`src/rtl/core/gn2d_pkg.sv`:
```
// Shared constants, widths and types of the 2-D gradient noise pipeline.
// No dependencies; every module of the block imports this package.
package gn2d_pkg;

  localparam int TABLE_DEPTH     = 1024;
  localparam int COORD_FRAC_BITS = 12;
  localparam int COORD_INT_BITS  = 12;

  localparam int HASH_ROW_MUL = 41;
  localparam int HASH_COL_MUL = 43;

  localparam int COORD_W = 24;
  localparam int ENTRY_W = 10;
  localparam int GRAD_W  = 16;
  localparam int NOISE_W = 16;

  localparam int AW    = $clog2(TABLE_DEPTH);
  localparam int CW    = COORD_INT_BITS + COORD_FRAC_BITS;
  localparam int XW    = (CW > COORD_W) ? CW : COORD_W;
  localparam int EXT_W = (AW + 1 > ENTRY_W) ? AW + 1 : ENTRY_W;

  // hash sum width: 84 * 2^COORD_INT_BITS < 2^(COORD_INT_BITS + 7)
  localparam int HW    = COORD_INT_BITS + 7;
  localparam int RECIP = (1 << HW) / TABLE_DEPTH;

  localparam int A2W = 2 * COORD_FRAC_BITS;
  localparam int EW  = 3 * COORD_FRAC_BITS + 2;
  localparam int OW  = COORD_FRAC_BITS + 1;
  localparam int DW  = COORD_FRAC_BITS + 18;
  localparam int BW  = DW + COORD_FRAC_BITS + 3;
  localparam int RW  = DW - COORD_FRAC_BITS + 1;

  localparam int HALF_F  = 1 << (COORD_FRAC_BITS - 1);
  localparam int SAT_MAX = 32767;
  localparam int SAT_MIN = -32768;

  localparam int NUM_STAGES = 10;
  localparam int RAM_STAGE  = 3;

  typedef enum logic {
    CMD_WRITE = 1'b0,
    CMD_EVAL  = 1'b1
  } cmd_e;

  typedef logic [AW-1:0] idx_t;

  typedef struct packed {
    logic [COORD_FRAC_BITS-1:0] fx;
    logic [COORD_FRAC_BITS-1:0] fy;
    logic [COORD_FRAC_BITS:0]   ex;
    logic [COORD_FRAC_BITS:0]   ey;
  } frac_t;

  typedef struct packed {
    logic [ENTRY_W-1:0]       idx;
    logic signed [GRAD_W-1:0] gx;
    logic signed [GRAD_W-1:0] gy;
  } wr_t;

  typedef struct packed {
    logic signed [GRAD_W-1:0] gy;
    logic signed [GRAD_W-1:0] gx;
  } grad_t;

endpackage

```
`src/rtl/core/gn2d_hash.sv`:
```
// Front stages: split coordinates, hash the four corner cells, reduce modulo
// the table depth and compute both ease weights. Depends on gn2d_pkg.
module gn2d_hash (
  input  logic                                 clk_i,
  input  logic [gn2d_pkg::RAM_STAGE-1:0]       en_i,
  input  logic                                 cmd_i,
  input  logic [gn2d_pkg::COORD_W-1:0]         x_coord_i,
  input  logic [gn2d_pkg::COORD_W-1:0]         y_coord_i,
  input  logic [gn2d_pkg::ENTRY_W-1:0]         entry_index_i,
  input  logic signed [gn2d_pkg::GRAD_W-1:0]   grad_x_i,
  input  logic signed [gn2d_pkg::GRAD_W-1:0]   grad_y_i,
  output gn2d_pkg::cmd_e                       cmd_o,
  output gn2d_pkg::wr_t                        wr_o,
  output gn2d_pkg::idx_t [3:0]                 idx_o,
  output gn2d_pkg::frac_t                      frac_o
);
  import gn2d_pkg::*;

  typedef logic [HW-1:0] hash_t;

  function automatic logic [COORD_FRAC_BITS:0] ease(input logic [A2W-1:0] a2,
                                                    input logic [COORD_FRAC_BITS-1:0] a);
    logic [EW-1:0] s;
    s = ((EW'(a2) * EW'(3)) << COORD_FRAC_BITS) - EW'(a2) * EW'(a) * EW'(2)
        + (EW'(1) << (2 * COORD_FRAC_BITS - 1));
    return s[2*COORD_FRAC_BITS +: COORD_FRAC_BITS+1];
  endfunction

  logic [XW-1:0]             x_ext, y_ext;
  logic [CW-1:0]             xc, yc;
  logic [COORD_INT_BITS-1:0] col, row;
  hash_t                     h_base;
  hash_t [3:0]               h_d;
  logic [2*HW-1:0]           prod [4];
  hash_t [3:0]               q_d;
  hash_t                     rem [4];
  idx_t [3:0]                idx_d;

  cmd_e                       cmd1_q, cmd2_q, cmd3_q;
  wr_t                        wr1_q, wr2_q, wr3_q;
  hash_t [3:0]                h1_q, h2_q, q2_q;
  logic [COORD_FRAC_BITS-1:0] fx1_q, fy1_q, fx2_q, fy2_q;
  logic [A2W-1:0]             a2x1_q, a2y1_q;
  logic [COORD_FRAC_BITS:0]   ex2_q, ey2_q;
  idx_t [3:0]                 idx3_q;
  frac_t                      frac3_q;

  assign x_ext  = XW'(x_coord_i);
  assign y_ext  = XW'(y_coord_i);
  assign xc     = CW'(x_ext);
  assign yc     = CW'(y_ext);
  assign col    = xc[CW-1:COORD_FRAC_BITS];
  assign row    = yc[CW-1:COORD_FRAC_BITS];
  assign h_base = HW'(row) * HW'(HASH_ROW_MUL) + HW'(col) * HW'(HASH_COL_MUL);

  // corners: top-left, top-right, bottom-right, bottom-left
  assign h_d[0] = h_base;
  assign h_d[1] = h_base + HW'(HASH_COL_MUL);
  assign h_d[2] = h_base + HW'(HASH_ROW_MUL + HASH_COL_MUL);
  assign h_d[3] = h_base + HW'(HASH_ROW_MUL);

  always_comb begin
    for (int k = 0; k < 4; k++) begin
      prod[k] = (2*HW)'(h1_q[k]) * (2*HW)'(RECIP);
      q_d[k]  = prod[k][2*HW-1:HW];
    end
  end

  // quotient estimate is low by at most one: one correction step
  always_comb begin
    for (int k = 0; k < 4; k++) begin
      rem[k] = h2_q[k] - HW'(q2_q[k] * HW'(TABLE_DEPTH));
      if (rem[k] >= HW'(TABLE_DEPTH)) begin
        idx_d[k] = AW'(rem[k] - HW'(TABLE_DEPTH));
      end else begin
        idx_d[k] = AW'(rem[k]);
      end
    end
  end

  always_ff @(posedge clk_i) begin
    if (en_i[0]) begin
      cmd1_q     <= cmd_e'(cmd_i);
      wr1_q.idx  <= entry_index_i;
      wr1_q.gx   <= grad_x_i;
      wr1_q.gy   <= grad_y_i;
      h1_q       <= h_d;
      fx1_q      <= xc[COORD_FRAC_BITS-1:0];
      fy1_q      <= yc[COORD_FRAC_BITS-1:0];
      a2x1_q     <= A2W'(xc[COORD_FRAC_BITS-1:0]) * A2W'(xc[COORD_FRAC_BITS-1:0]);
      a2y1_q     <= A2W'(yc[COORD_FRAC_BITS-1:0]) * A2W'(yc[COORD_FRAC_BITS-1:0]);
    end
  end

  always_ff @(posedge clk_i) begin
    if (en_i[1]) begin
      cmd2_q <= cmd1_q;
      wr2_q  <= wr1_q;
      h2_q   <= h1_q;
      q2_q   <= q_d;
      fx2_q  <= fx1_q;
      fy2_q  <= fy1_q;
      ex2_q  <= ease(a2x1_q, fx1_q);
      ey2_q  <= ease(a2y1_q, fy1_q);
    end
  end

  always_ff @(posedge clk_i) begin
    if (en_i[2]) begin
      cmd3_q     <= cmd2_q;
      wr3_q      <= wr2_q;
      idx3_q     <= idx_d;
      frac3_q.fx <= fx2_q;
      frac3_q.fy <= fy2_q;
      frac3_q.ex <= ex2_q;
      frac3_q.ey <= ey2_q;
    end
  end

  assign cmd_o  = cmd3_q;
  assign wr_o   = wr3_q;
  assign idx_o  = idx3_q;
  assign frac_o = frac3_q;

endmodule

```
`config.mk`:
```
export PLATFORM = sky130hd
export DESIGN_NAME = gn2d_hash
export DESIGN_NICKNAME = d
export VERILOG_FILES = /design/src/rtl/core/gn2d_pkg.sv /design/src/rtl/core/gn2d_hash.sv
export SDC_FILE = /design/constraint.sdc
export NUM_CORES = 2
export LEC_CHECK = 0
export BUFFER_PORTS_ARGS = -buffer_cell sky130_fd_sc_hd__buf_4
export CELL_PAD_IN_SITES_DETAIL_PLACEMENT = 1
export CELL_PAD_IN_SITES_GLOBAL_PLACEMENT = 1
export CORE_MARGIN = 8
export CORE_UTILIZATION = 55
export CTS_BUF_LIST = sky130_fd_sc_hd__clkbuf_4
export DETAILED_ROUTE_END_ITERATION = 10
export GPL_ROUTABILITY_DRIVEN = 0
export PLACE_DENSITY = 0.95
export SLEW_MARGIN = 20
export SYNTH_ARGS = -nofsm -noshare
export SYNTH_HDL_FRONTEND = slang
export SYNTH_SLANG_ARGS = --single-unit
```
`constraint.sdc`:
```
create_clock -name clk_i -period 24.9 [get_ports clk_i]
set_input_delay 0 -clock clk_i [delete_from_list [all_inputs] [get_ports clk_i]]
set_output_delay 0 -clock clk_i [all_outputs]
set_load 0.005 [all_outputs]
```
==> impl_metrics.json <==
{
  "mostFrequentLayoutCells": "inv_1, fa_1, nand2_1",
  "grt_pass1_wl_mm": 235,
  "clock-sinks": 408,
  "layout.nets": 5531,
  "crit_top_cell": "fa_1",
  "hold_class": "in2reg",
  "post-route-util": 0.625,
  "antenna_found_initial": 6,
  "synth.area.top_cells": "edfxtp_1, fa_1, ha_1, inv_1, nand2_1",
  "synth.top_cell.area_share": 0.287,
  "critPathArrivalTime_ps": 10950,
  "ctsHtreeMaxLevel": 3,
  "critPathRequiredTime_ps": 25500,
  "route.vias.total": 33100,
  "synth_edf_count": 408,
  "min-delay-start": "y_coord_i[0]",
  "yosysUniqueCellTypes": 79,
  "cts-resized-gates": 0,
  "status": "finished, final reports clean",
  "cpMaxStageDelayCell": "edfxtp_1",
  "cts_tree": "yes",
  "grt_setup_unrepaired": "false",
  "grt_max_degree": 77,
  "fin_crit_sh": 0.415,
  "hold_viol": 0,
  "synth.avg_cell_area_um2": 10.7,
  "ys_ff_latch": 408,
  "r2r-start": "fy1_q[11]",
  "core_area_mm2": 0.0772,
  "maxSlewViolCount": 0,
  "tns_ps": 0,
  "ys_seq_area_frac": 0.287,
  "ios": 228,
  "wl_per_cell_um": 27.8,
  "final_common_cell": "inv_1",
  "die_area_mm2": 0.0869,
  "die_h_um": 295,
  "io_buffers": 223,
  "cts_root_buf": "clkbuf_4",
  "syn-cell-area_mm2": 0.0427,
  "skew_ps": 160,
  "cp-end-kind": "flop",
  "finalSetupViolCount": 0,
  "cp-start-kind": "flop",
  "syn-instance-count": 3993,
  "final_antenna_net_count": 0,
  "die_w_um": 295,
  "grt_util_all_layers": 0.358,
  "routed_wl_mm": 153,
  "grt_pass1_vias": 39000,
  "drive_above_1_share": 0.0962,
  "globalRoute.totalOverflow": 0,
  "synth_top_area_cell": "edfxtp_1",
  "cts_setup_buffers": 0,
  "cts.clk_slew.worst_paths_ps": 70,
  "critPathKind": "reg2reg",
  "fmax_mhz": 96.7,
  "async_reset_ff_frac": 0,
  "setup.worst_path.start": "fy1_q[11]",
  "ff2ff_path_depth": 29,
  "drv_cap": 0,
  "tightestPinTransition_ps": 1170,
  "initial_core_util": 0.553,
  "area_delta_synth_final_pct": 12.9,
  "critPathMaxStageDelay_ps": 860,
  "yosysWarnings": 0,
  "clockBufferDepth": 3,
  "rows": 102,
  "clk_latency_ps": 990,
  "synth_top_flop_cell": "edfxtp_1",
  "drcViolationCount": 0,
  "path_delay_family": "adder cells",
  "drt_pre_antenna_iters": 6,
  "cts_made_buffers": 109,
  "post-route-min-period_ps": 10350,
  "fillerInstances": 8184,
  "cp_max_fo": 24,
  "drt_iter0_drc": 2352,
  "crit_buf_inv": 4,
  "hpwl_mm": 96.0,
  "slew_headroom": 0.217,
  "worst-path-stages": 29,
  "worstHoldPathCells": 3,
  "via_per_inst": 6.02
}
repair_timing:
item	in CTS	in global routing
hold endpoints to repair	277	0
hold buffers	144	0
endpoints found under the setup margin	0	0
routing by layer:
metal / GRT usage / wire (µm) / up-vias
met5: 0 / 26 / -
met3: 0.0838 / 11900 / 910
met1: 0.385 / 52500 / 16700
met4: 0.268 / 13500 / 4
met2: 0.612 / 75300 / 2004
li1: - / - / 13500
through the flow:
step	cells	instance area (µm²)	hold slack (ps)	worst slack, ps
floorplan	4007	42800	98.9	16840
global placement	5162	45400	178	15470
detailed placement	5162	45400	179	15040
CTS	5497	48200	19.4	14750
global route	5504	48200	55.7	14240
finish	5505	48200	107	14550
worst min-delay path, cell delays in order:
cell,delay (ps)
dlygate4sd3_1,540
buf_4,200
nor2b_1,70
layout make-up:
| type | instances | area [µm²] | area share |
|---|---|---|---|
| multi-input combinational | 2691 | 27100 | 0.562 |
| clock buffer | 145 | 1090 | 0.0226 |
| tap | 1040 | 1300 | 0.0270 |
| timing repair buffer | 385 | 3280 | 0.0679 |
| clock inverter | 46 | 253 | 0.00524 |
| sequential | 408 | 12300 | 0.254 |
| inverter | 784 | 2940 | 0.0610 |
| antenna | 6 | 15.0 | 0.000311 |
synth_stat cells (4+ instances only):
master,number
a21boi_0,6
nand2_1,478
nand3_1,27
a211o_1,5
a31oi_1,13
nor2b_1,25
xnor2_1,150
nand2b_1,18
o21a_1,22
edfxtp_1,408
nand4_1,7
a21o_1,43
and2_1,270
inv_1,784
o21ai_1,21
and3_1,11
o21ai_0,61
o211ai_1,5
nor2_1,107
nor3_1,26
or2_2,10
a21oi_1,130
a21boi_1,5
o21bai_1,19
xor2_1,49
a2111oi_0,4
o31ai_1,4
fa_1,610
a211oi_1,15
clkbuf_1,121
or3_1,16
ha_1,447
flip-flops by register name, indices dropped and copies added (netlist names), 13 cells and up:
name / count
h1_q: 37
h2_q: 37
a2x1_q: 22
wr_o: 42
wr2_q: 42
idx_o: 37
ex2_q: 13
a2y1_q: 22
ey2_q: 13
frac_o: 50
wr1_q: 42
logic make-up after synthesis:
family | synth area share
buf+inv | 0.0800
flops | 0.287
mux | 0.00102
other cells | 0.000176
xor+xnor | 0.0414
fa+ha+maj | 0.417
compound gates | 0.0597
simple gates | 0.114
worst paths after layout:
path | to | slack (ps)
setup / recovery | ey2_q[12] | 14550
hold / removal | a2y1_q[2] | 110
setup reg to reg | ey2_q[12] | 14550
hold reg to reg | wr_o[12] | 340
Power is not shown: default switching activity piles up to over one toggle a cycle in this logic, so the estimate is an artifact.
